==> config.mk <==
export PLATFORM = sky130hd
export DESIGN_NAME = spp_decode
export DESIGN_NICKNAME = d
export VERILOG_FILES = /design/src/hw/rtl/spp_pkg.sv /design/src/hw/rtl/spp_decode.sv
export SDC_FILE = /design/constraint.sdc
export NUM_CORES = 1
export LEC_CHECK = 0
export BUFFER_PORTS_ARGS = -buffer_cell sky130_fd_sc_hd__buf_4
export CAP_MARGIN = 25
export CORE_MARGIN = 2
export CORE_UTILIZATION = 54
export DETAILED_ROUTE_END_ITERATION = 7
export PLACE_DENSITY = 0.86
export SLEW_MARGIN = 0
export SYNTH_ARGS = -nofsm -noshare
export SYNTH_HDL_FRONTEND = slang
export SYNTH_SLANG_ARGS = --single-unit
==> constraint.sdc <==
create_clock -name vclk -period 8.2
set_input_delay 1.64 -clock vclk [all_inputs]
set_output_delay 1.64 -clock vclk [all_outputs]
set_load 0.01 [all_outputs]
==> src/hw/rtl/spp_pkg.sv <==
// Shared types and constants for the sprite pixel plotter.
// Used by spp_decode, spp_stores and sprite_pixel_plotter_core; no dependencies.
package spp_pkg;

  localparam int SPP_SCREEN_WIDTH  = 128;
  localparam int SPP_SCREEN_HEIGHT = 32;
  localparam int SPP_STORE_BYTES   = 512;

  // Bits of one store byte and rows in one page.
  localparam int BYTE_W    = 8;
  localparam int PAGE_ROWS = 8;

  // Working width for signed screen coordinates.
  localparam int COORD_W = 12;

  typedef enum logic [1:0] {
    OP_PLOT  = 2'd0,
    OP_CLEAR = 2'd1,
    OP_COPY  = 2'd2,
    OP_READ  = 2'd3
  } op_t;

  // Decoded control for one item.
  typedef struct packed {
    op_t  op;
    logic canvas;     // 0 screen, 1 background
    logic in_range;   // target byte lies inside the store
    logic set_bit;    // plot on screen with a positive pixel
    logic on_screen;  // plotted pixel fell inside the screen
  } ctl_t;

endpackage

==> src/hw/rtl/spp_decode.sv <==
// Turns one input word into a store byte address, a bit mask and control flags.
// Depends on spp_pkg.
module spp_decode #(
  parameter int SCREEN_WIDTH  = spp_pkg::SPP_SCREEN_WIDTH,
  parameter int SCREEN_HEIGHT = spp_pkg::SPP_SCREEN_HEIGHT,
  parameter int STORE_BYTES   = spp_pkg::SPP_STORE_BYTES,
  localparam int AW = $clog2(STORE_BYTES)
) (
  input  logic [1:0]    opcode,
  input  logic          canvas,
  input  logic [8:0]    origin_x,
  input  logic [8:0]    origin_y,
  input  logic [6:0]    sprite_width,
  input  logic [6:0]    sprite_height,
  input  logic          mirrored,
  input  logic [6:0]    column,
  input  logic [6:0]    row,
  input  logic [7:0]    pixel_value,
  input  logic [8:0]    byte_address,
  output spp_pkg::ctl_t ctl,
  output logic [AW-1:0] addr,
  output logic [7:0]    mask
);
  import spp_pkg::*;

  localparam int XW  = $clog2(SCREEN_WIDTH);
  localparam int YW  = $clog2(SCREEN_HEIGHT);
  localparam int PW0 = (XW + YW + 1 > 9) ? XW + YW + 1 : 9;
  localparam int PW  = (PW0 > AW) ? PW0 : AW;
  localparam logic [PW:0] LIMIT = (PW + 1)'(STORE_BYTES);

  logic [COORD_W-1:0] ox, oy, w, h, col, rw;
  logic [COORD_W-1:0] sx, sy, fy;
  logic               x_ok, y_ok, vis, pix_pos;
  logic [PW-1:0]      plot_addr, full_addr;
  op_t                op;

  always_comb begin
    op  = op_t'(opcode);
    ox  = {{(COORD_W - 9){origin_x[8]}}, origin_x};
    oy  = {{(COORD_W - 9){origin_y[8]}}, origin_y};
    w   = COORD_W'(sprite_width);
    h   = COORD_W'(sprite_height);
    col = COORD_W'(column);
    rw  = COORD_W'(row);

    sx = mirrored ? (ox + w - COORD_W'(1) - col) : (ox + col);
    sy = oy + h - rw;

    // Coordinates are non-negative when the sign bit is clear.
    x_ok = !sx[COORD_W-1] && (sx < COORD_W'(SCREEN_WIDTH));
    y_ok = !sy[COORD_W-1] && (sy < COORD_W'(SCREEN_HEIGHT));
    vis  = (op == OP_PLOT) && x_ok && y_ok;

    // Rows are stored bottom up.
    fy = COORD_W'(SCREEN_HEIGHT - 1) - sy;

    plot_addr = PW'(sx[XW-1:0])
              + (PW'(fy[YW-1:0]) >> 3) * PW'(SCREEN_WIDTH);
    full_addr = (op == OP_PLOT) ? plot_addr : PW'(byte_address);

    pix_pos = !pixel_value[7] && (pixel_value != 8'd0);

    ctl.op        = op;
    ctl.canvas    = canvas;
    ctl.in_range  = ({1'b0, full_addr} < LIMIT);
    ctl.set_bit   = vis && pix_pos;
    ctl.on_screen = vis;

    addr = full_addr[AW-1:0];
    mask = BYTE_W'(1) << fy[2:0];
  end

endmodule

==> Word-level counts from Yosys, hierarchy flattened <==
Cells that the tools add are included.
{ "op_classes": {"muxes": 2, "shift": 1, "reduce_logical": 11, "addsub": 8, "n_lt_le_gt_ge": 3} }
{ "ops": {"columns": ["operator", "n"], "rows": [
  ["9-bit by 8-bit adder with 10-bit output", 3],
  ["12-bit by 6-bit less-than comparator with 1-bit output (second input constant)", 1],
  ["12-bit by 8-bit less-than comparator with 1-bit output (second input constant)", 1],
  ["12-bit 2-to-1 mux", 1],
  ["11-bit by 8-bit subtractor with 12-bit output", 1],
  ["10-bit by 2-bit subtractor with 11-bit output (second input constant)", 1],
  ["10-bit by 8-bit subtractor with 11-bit output", 1],
  ["7-bit by 9-bit adder with 10-bit output", 1],
  ["10-bit less-than comparator (second input constant)", 1],
  ["10-bit 2-to-1 mux", 1],
  ["8-bit nonzero test", 1],
  ["1-bit by 3-bit << shifter with 8-bit output (first input constant)", 1],
  ["1-bit logical AND", 6],
  ["1-bit by 5-bit subtractor with 5-bit output (first input constant)", 1],
  ["1-bit logical NOT", 3],
  ["2-bit logical NOT", 1]
]} }
{ "word_totals": {"reg_bits": 0, "word_cells": 25, "out_inout_bits": 23, "inputBits": 67} }

==> Logic depth before layout (Yosys ltp) <==
Gate-level depths: netlist of the first run.
{ "depth": {"ltp_word": 9, "depth_mapped": 13, "mapped_depth_nobuf": 12} }

==> Worst setup path after synthesis of the first run <==
Ideal clock, no wire load.
{ "synth_timing": {"path_kind": "input to output", "startpoint": "input port origin_y[1]", "endpoint": "output port ctl[1] (netlist bit)", "path_slack_ps": 2513, "required_ps": 6560, "cell_stages": 10, "path_buffers": 0, "arrival_ps": 4047, "cell_sequence": "inv_1 fa_1 inv_1 fa_1 a211o_1 a21oi_2 nor3b_1 a311oi_1 nand4b_1 nor4_1"} }
{ "synth_rtl": {"columns": ["element", "line", "source"], "rows": [
  ["start: declaration", "spp_decode.sv:12", "input logic [8:0] origin_y,"],
  ["end: declaration", "spp_decode.sv:20", "output spp_pkg::ctl_t ctl,"]
]} }

==> flow_summary_export.csv, run 1 <==
group,metric,value,unit
global_routing,grt_pass1_vias,1831,
worst_setup_path,worstSetupStartpointType,"primary input",
worst_setup_path,critical_path_required,6.56,ns
drt,vias,2062,
global_routing,grt.total_usage,21.4,%
drt,drtIter0Drc,65,
synth,synthCells,277,
worst_setup_path,crit_chain,"buf_4 -> inv_1 -> fa_1 -> inv_1 -> fa_1 -> a211o_1 -> a21oi_2 -> nor3b_1 -> a311oi_1 -> nand4b_1 -> nor4_1 -> buf_4",
final_layout,drive_gt1_share,26.6,%
drt,drcViolationCount,0,
global_routing,grt_overflow,0,
global_routing,antenna_found_initial,0,
final_layout,mostFrequentLayoutCell,"buf_4",
final_layout,clkbuf_count,0,
worst_setup_path,cpMaxStageDelayCell,"fa_1",
drt,antenna_left,0,
synth,synth_nets,393,
timing,fin_tns_setup,0,ns
final_layout,fillCellCount,280,
die,core_area,3420,um^2
clocking,ctsHoldBuffers,0,
timing,rsz0062_at_grt,"no",
worst_setup_path,crit_type,"in2out",
synth,postSynthAreaPerCell,7.09,um^2
drt,wl_per_cell,10.8,um
worst_setup_path,arrival,4.29,ns
clocking,ctsResizeCount,0,
hold_path,hold_end,"ctl[3]",
final_layout,seq_cells,0,
clocking,cts_setup_buffers,0,
placement,portBuffers,87,
die,initial_utilization,57.5,%
flow_run,maxCapViolCount,0,
final_layout,nets,475,
timing,hold_slack,3.28,ns
die,num_rows,21,
worst_setup_path,max_stage_delay,0.53,ns
worst_setup_path,setup.worst_path.end_class,"output pin",
worst_setup_path,path_max_fanout,4,
die,top_level_ports,90,
timing,hold_violations,0,
hold_path,min-delay-start,"canvas",
synth,syn_area,1960,um^2
drt,via_per_inst,5.12,
placement,dp_hpwl,3910,um
timing,max_clock_freq,169,MHz
timing,finalSetupViolations,0,
placement,pre_cts_ws,2.30,ns
timing,final.setup.worst_slack,2.27,ns
global_routing,grt_pass1_wl,7470,um
synth,yosys_warnings,0,
final_layout,n_antenna_cell,0,
final_layout,area_growth,33.8,%
power,p_leak,0.00148,uW
drt,drt_wl_total,4370,um
hold_path,hold_path_depth,0,
timing,final.min_clock_period,5.93,ns
synth,seq_area_frac_synth,0,%
timing,slew_violations,0,
die,die_y,64.3,um
power,p_per_area,88.2,nW/um^2
global_routing,grt_max_degree,17,
hold_path,hp-class,"in2out",
final_layout,final_cell_mix,"buf_4, inv_1, ha_1",
synth,synth.distinct_cells,51,
outcome,run_status,"complete, no violations",
final_layout,register_area,0,um^2
power,ir_drop,0.0427,mV
timing,finalCritPeriodShare,72.3,%
drt,drtPass1Iterations,4,
die,die_w,64.3,um
placement,routabilityCongestion,0.916,
die,die_area,4140,um^2
[worst max-delay path, delay by kind of cell]
| kind | cells | cell delay (ns) |
|---|---|---|
| AO/OA/AOI/OAI | 3 | 0.75 |
| adder cells (fa/ha/maj) | 2 | 1.03 |
| buffers and inverters | 4 | 0.37 |
| AND/OR/NAND/NOR | 3 | 0.51 |
[cell usage after synthesis, types with 3 or more instances]
master | instances | area share, %
a211oi_1 | 3 | 1.1
o211ai_1 | 3 | 1.1
nor4_1 | 3 | 0.96
buf_4 | 5 | 1.9
a21o_1 | 3 | 1.1
nor2b_1 | 5 | 1.6
nor3_1 | 10 | 2.5
ha_1 | 33 | 21
o21a_1 | 4 | 1.5
fa_1 | 16 | 16
xnor2_1 | 7 | 3.1
nand2b_1 | 3 | 0.96
xor2_1 | 3 | 1.3
a21oi_1 | 23 | 5.9
o21ai_0 | 10 | 2.5
inv_1 | 73 | 14
nand2_1 | 11 | 2.1
nor2_1 | 20 | 3.8
[report_power, final]
group | internal [uW] | total (uW) | switching (uW)
Combinational | 114 | 232 | 118
Sequential | 0 | 0 | 0
Clock | 0 | 0 | 0
[how the worst max path moves through the flow]
stage | start | endpoint | slack, ns | cells after the start
floorplan | origin_y[1] | ctl[1] | 2.51 | 10
global placement | origin_y[1] | ctl[0] | 2.36 | 12
detailed placement | origin_y[1] | ctl[1] | 2.30 | 12
CTS | origin_y[1] | ctl[1] | 2.29 | 12
global route | origin_x[3] | ctl[1] | 2.15 | 12
finish | origin_y[1] | ctl[1] | 2.27 | 12
[logic make-up (layout without fill, tap and decap cells)]
family | after synthesis | count (layout) | share of synthesized area (%)
buffers and inverters | 81 | 161 | 16.9
AOI/OAI and AO/OA | 68 | 68 | 23.0
and+or+nand+nor | 65 | 65 | 16.6
adders and majority gates | 49 | 49 | 37.3
xor gates and xnor gates | 10 | 10 | 4.46
muxes | 3 | 3 | 1.59
other | 1 | 1 | 0.191
[routing by layer]
layer  vias up  track usage [%]  share of wire, %
met5         -                0                 0
met4         0            0.798              0.37
met3         2            0.880               6.6
met2        80             37.8                47
met1       916             30.4                46
li1       1064                -                 -
[final cells by class]
cell class / instances / area (um^2) / share of cell area (%)
Multi-Input combinational cell: 196 / 1630 / 62.1
Timing Repair Buffer: 88 / 664 / 25.3
Inverter: 73 / 274 / 10.4
Tap cell: 46 / 57.6 / 2.19
[metrics by stage]
stage / power [uW] / std cells / utilization (%) / area [um^2]
detailed placement: 231 / 402 / 76.6 / 2620
CTS: 232 / 402 / 76.6 / 2620
global route: 263 / 403 / 77.0 / 2630
global placement: 226 / 402 / 76.6 / 2620
finish: 232 / 403 / 77.0 / 2630
floorplan: 158 / 277 / - / 1960
Note: power is estimated with default switching activity, not from simulation.
==> run 2: changes to the inputs <==
ABC_AREA = 1   (was default)
CORE_UTILIZATION = 51   (was 54)
PLACE_DENSITY = 0.81   (was 0.86)
clock period = 5.6 ns   (was 8.2 ns; I/O delays follow)
==> flow_summary_export.csv, run 2 <==
group,metric,value,unit
drt,drtPass1Iterations,4,
final_layout,final_cell_mix,"inv_1, buf_4, nand2_1",
die,initial_utilization,54.4,%
global_routing,grt.total_usage,22.4,%
final_layout,instances_no_fill,464,
timing,final.min_clock_period,4.58,ns
synth,yosys.cell_count.top_type,"inv_1",
timing,final.setup.worst_slack,1.02,ns
final_layout,nets,534,
outcome,run_status,"complete, no violations",
synth,postSynthAreaPerCell,6.08,um^2
hold_path,hp-class,"in2out",
global_routing,grt_max_degree,15,
clocking,cts_setup_buffers,0,
power,ir_drop,0.0595,mV
placement,dp.cells,464,
power,p_per_area,127,nW/um^2
synth,yosys_warnings,0,
global_routing,grt_pass1_vias,2068,
worst_setup_path,setup.worst_path.end_class,"output pin",
placement,routabilityCongestion,0.842,
timing,rsz0062_at_grt,"no",
die,num_rows,22,
worst_setup_path,crit_type,"in2out",
final_layout,mostFrequentLayoutCell,"inv_1",
final_layout,clkbuf_count,0,
die,top_level_ports,90,
power,total_power,345,uW
final_layout,n_antenna_cell,0,
final_layout,drive_gt1_share,24.3,%
timing,finalSetupViolations,0,
global_routing,grt_pass1_wl,8250,um
final_layout,utilization,72.4,%
synth,synth_top_area_share,20.3,%
timing,finalCritPeriodShare,81.8,%
drt,wl_per_cell,10.5,um
die,core_area,3740,um^2
timing,fin_tns_setup,0,ns
placement,portBuffers,87,
drt,drtIter0Drc,78,
drt,drt_wl_total,4890,um
drt,drcViolationCount,0,
drt,antenna_left,0,
final_layout,area_growth,33.2,%
drt,vias,2218,
synth,syn_area,2040,um^2
timing,slew_violations,0,
flow_run,maxCapViolCount,0,
die,die_y,67.2,um
placement,dp_hpwl,4390,um
timing,hold_violations,0,
global_routing,grt_overflow,0,
die,die_area,4510,um^2
worst_setup_path,worstSetupStartpointType,"primary input",
clocking,ctsHoldBuffers,0,
worst_setup_path,path_max_fanout,4,
timing,max_clock_freq,218,MHz
worst_setup_path,critical_path_required,4.48,ns
drt,via_per_inst,4.78,
synth,synth_common_cells,"inv_1, nand2_1, ha_1",
global_routing,antenna_found_initial,0,
synth,yosys-top-cells-area,"ha_1, inv_1, fa_1",
final_layout,seq_cells,0,
synth,synth.distinct_cells,32,
power,p_leak,0.00171,uW
worst_setup_path,arrival,3.46,ns
synth,synth_nets,451,
clocking,ctsResizeCount,0,
synth,seq_area_frac_synth,0,%
placement,pre_cts_ws,0.998,ns
synth,yosysTopAreaCell,"ha_1",
final_layout,register_area,0,um^2
die,die_w,67.2,um
synth,synthCells,335,
-- run 2: cell types whose count changed in the layout (fill, tap and decap cells not counted), sizes merged, moves of 4 or more --
cell / delta
nand3: +18
nand2: +62
xnor2: -4
nand3b: +4
a21oi: -10
nor2b: -5
a31oi: +6
inv: +23
-- run 2: where the power goes --
| part | internal [uW] | switching [uW] | total [uW] |
|---|---|---|---|
| combinational | 157 | 188 | 345 |
| clock | 0 | 0 | 0 |
| sequential | 0 | 0 | 0 |
| total | 157 | 188 | 345 |
-- run 2: path summary, 6_finish.rpt --
| path | startpoint | end | slack, ns | depth (start not counted) |
|---|---|---|---|---|
| hold / removal | canvas | ctl[3] | 2.24 | 0 |
| setup / recovery | origin_x[1] | ctl[1] | 1.02 | 21 |
-- run 2: per-stage QoR --
stage	hold slack [ns]	cell area (um^2)
2_1_floorplan	2.33	2040
3_3_place_gp	2.24	2710
3_5_place_dp	2.24	2710
4_1_cts	2.24	2710
5_1_grt	2.24	2710
6_report	2.24	2710
-- run 2: routing by layer --
metal	GRT usage [%]	up-vias	wire [um]
met2	44.6	64	2540
met1	26.9	978	2030
li1	-	1174	-
met4	1.53	0	8
met5	0	-	0
met3	1.83	2	320
-- run 2: worst max-delay path: stages --
cell	delay, ns
buf_4	0.11
inv_1	0.06
fa_1	0.46
inv_1	0.06
ha_1	0.16
inv_1	0.05
fa_1	0.35
inv_1	0.09
nand2_1	0.05
nand2_1	0.08
nand3b_1	0.11
nand2_1	0.08
nand2_1	0.06
nand2_1	0.06
nand2_1	0.04
nand2_1	0.06
nand3_1	0.08
nor2_1	0.09
nand2_1	0.08
nor2_2	0.08
buf_4	0.12
-- run 2: layout make-up --
class | count | area [um^2]
fillers | 357 | 1030
inverters | 98 | 368
multi-input cells | 230 | 1620
well taps | 48 | 60.1
repair buffers | 88 | 661
-- run 2: cells by family after synthesis --
logic type                 share of synthesized area [%]
and+or+nand+nor                                     28.4
xor gates and xnor gates                            3.44
buffers and inverters                               20.3
adders and majority gates                           36.0
AOI/OAI and AO/OA                                   11.1
muxes                                              0.553
other                                              0.184
==> run 3: changes to the inputs <==
ABC_AREA = 0   (was 1)
CORE_UTILIZATION = 45   (was 51)
PLACE_DENSITY = 0.76   (was 0.81)
clock period = 3.8 ns   (was 5.6 ns; I/O delays follow)
==> flow_summary_export.csv, run 3 (same netlist as run 1, synthesis figures left out) <==
group,metric,value,unit
placement,pre_cts_ws,-0.254,ns
die,die_y,70.1,um
drt,vias,2201,
timing,max_clock_freq,253,MHz
die,die_area,4910,um^2
power,p_per_area,203,nW/um^2
final_layout,clkbuf_count,0,
drt,highest_layer,"met4",
hold_path,hp-class,"in2out",
worst_setup_path,crit_path_start,"origin_y[1]",
global_routing,grt_max_degree,17,
final_layout,final_cell_mix,"buf_4, inv_1, ha_1",
drt,via_per_inst,4.95,
die,num_rows,24,
clocking,ctsHoldBuffers,0,
final_layout,mostFrequentLayoutCell,"buf_4",
global_routing,antenna_found_initial,0,
power,total_power,608,uW
worst_setup_path,endpoint,"ctl[0]",
drt,wl_met2,2640,um
final_layout,nets,511,
placement,portBuffers,87,
outcome,run_status,"finished with violations",
timing,finalSetupViolations,2,
worst_setup_path,cp_common_cell,"buf_4",
worst_setup_path,crit_chain,"buf_4 -> inv_1 -> fa_1 -> inv_2 -> fa_2 -> a211o_1 -> a21oi_4 -> nor3b_1 -> a311oi_1 -> nand4b_1 -> nor4_2 -> buf_4",
die,initial_utilization,46.1,%
final_layout,register_area,0,um^2
drt,drcViolationCount,0,
drt,drtIter0Drc,27,
global_routing,grt_pass1_wl,8710,um
flow_run,maxCapViolCount,0,
power,ir_drop,0.0986,mV
die,core_area,4260,um^2
worst_setup_path,max_stage_delay,0.54,ns
worst_setup_path,setup.worst_path.end_class,"output pin",
worst_setup_path,path_max_fanout,3,
worst_setup_path,critical_path_required,3.04,ns
global_routing,grt.total_usage,20.4,%
worst_setup_path,critical_path.top_delay_family,"adder cells",
drt,wl_met3,284,um
final_layout,area_growth,52.4,%
drt,drt_wl_total,5100,um
global_routing,grt_overflow,0,
timing,final.min_clock_period,3.96,ns
die,top_level_ports,90,
global_routing,grt_pass1_vias,2175,
worst_setup_path,cp.depth,12,
final_layout,seq_cells,0,
timing,slew_violations,0,
outcome,violations,"setup timing",
worst_setup_path,crit_type,"in2out",
drt,wirelength_met1,2120,um
drt,antenna_left,0,
final_layout,drive_gt1_share,37.7,%
worst_setup_path,cpMaxStageDelayCell,"fa_1",
timing,finalCritPeriodShare,104,%
worst_setup_path,worstSetupStartpointType,"primary input",
timing,final.setup.worst_slack,-0.158,ns
timing,hold_violations,0,
worst_setup_path,arrival,3.20,ns
final_layout,n_antenna_cell,0,
drt,wl_per_cell,11.5,um
timing,rsz0062_at_grt,"yes",
power,p_leak,0.00166,uW
die,die_w,70.1,um
placement,routabilityCongestion,0.860,
worst_setup_path,path_buf_inv,4,
drt,drtPass1Iterations,4,
placement,dp_hpwl,4360,um
run 3: cell count changes in the layout (fill, tap and decap cells not counted), sizes merged, moves of 4 or more:
cell / previous run / this run
nand2: 73 / 11
buf: 88 / 124
inv: 96 / 73
nand3: 20 / 2
a21oi: 15 / 25
a31oi: 7 / 1
nor2b: 0 / 5
nand3b: 4 / 0
xnor2: 3 / 7
run 3: what timing repair did:
item	CTS	global route
setup endpoints to repair	2	4
buffers inserted	2	2
hold endpoints to repair	0	0
pin swaps	7	6
resized for setup	12	5
run 3: report_power, final:
part / leakage, uW / internal [uW] / switching, uW / total [uW]
clock: 0 / 0 / 0 / 0
combinational: 0.00166 / 317 / 291 / 608
sequential: 0 / 0 / 0 / 0
run 3: routing by layer:
metal / GRT usage [%] / up-vias
li1: - / 1145
met1: 26.0 / 973
met2: 39.5 / 77
met3: 1.15 / 6
met4: 1.07 / 0
met5: 0 / -
run 3: worst min path at each step:
stage / start / to / slack (ns) / depth (start not counted)
after floorplan: canvas / ctl[3] / 1.61 / 1
final: canvas / ctl[3] / 1.52 / 0
after CTS: canvas / ctl[3] / 1.52 / 0
after global routing: canvas / ctl[3] / 1.52 / 0
after global placement: canvas / ctl[3] / 1.52 / 0
after detailed placement: canvas / ctl[3] / 1.52 / 0
run 3: layout make-up:
type               count  area [um^2]
fillers              366         1270
inverters             73          274
multi-input cells    196         1720
well taps             52         65.1
repair buffers       124          935
run 3: stage by stage:
stage / hold slack, ns / instances / utilization [%] / setup TNS [ns] / area (um^2)
global route: 1.52 / 445 / 70.2 / -0.719 / 2990
floorplan: 1.61 / 277 / - / 0 / 1970
CTS: 1.52 / 443 / 69.0 / -0.291 / 2940
finish: 1.52 / 445 / 70.2 / -0.309 / 2990
detailed placement: 1.52 / 441 / 67.6 / -0.451 / 2880
global placement: 1.52 / 441 / 67.6 / -0.382 / 2880
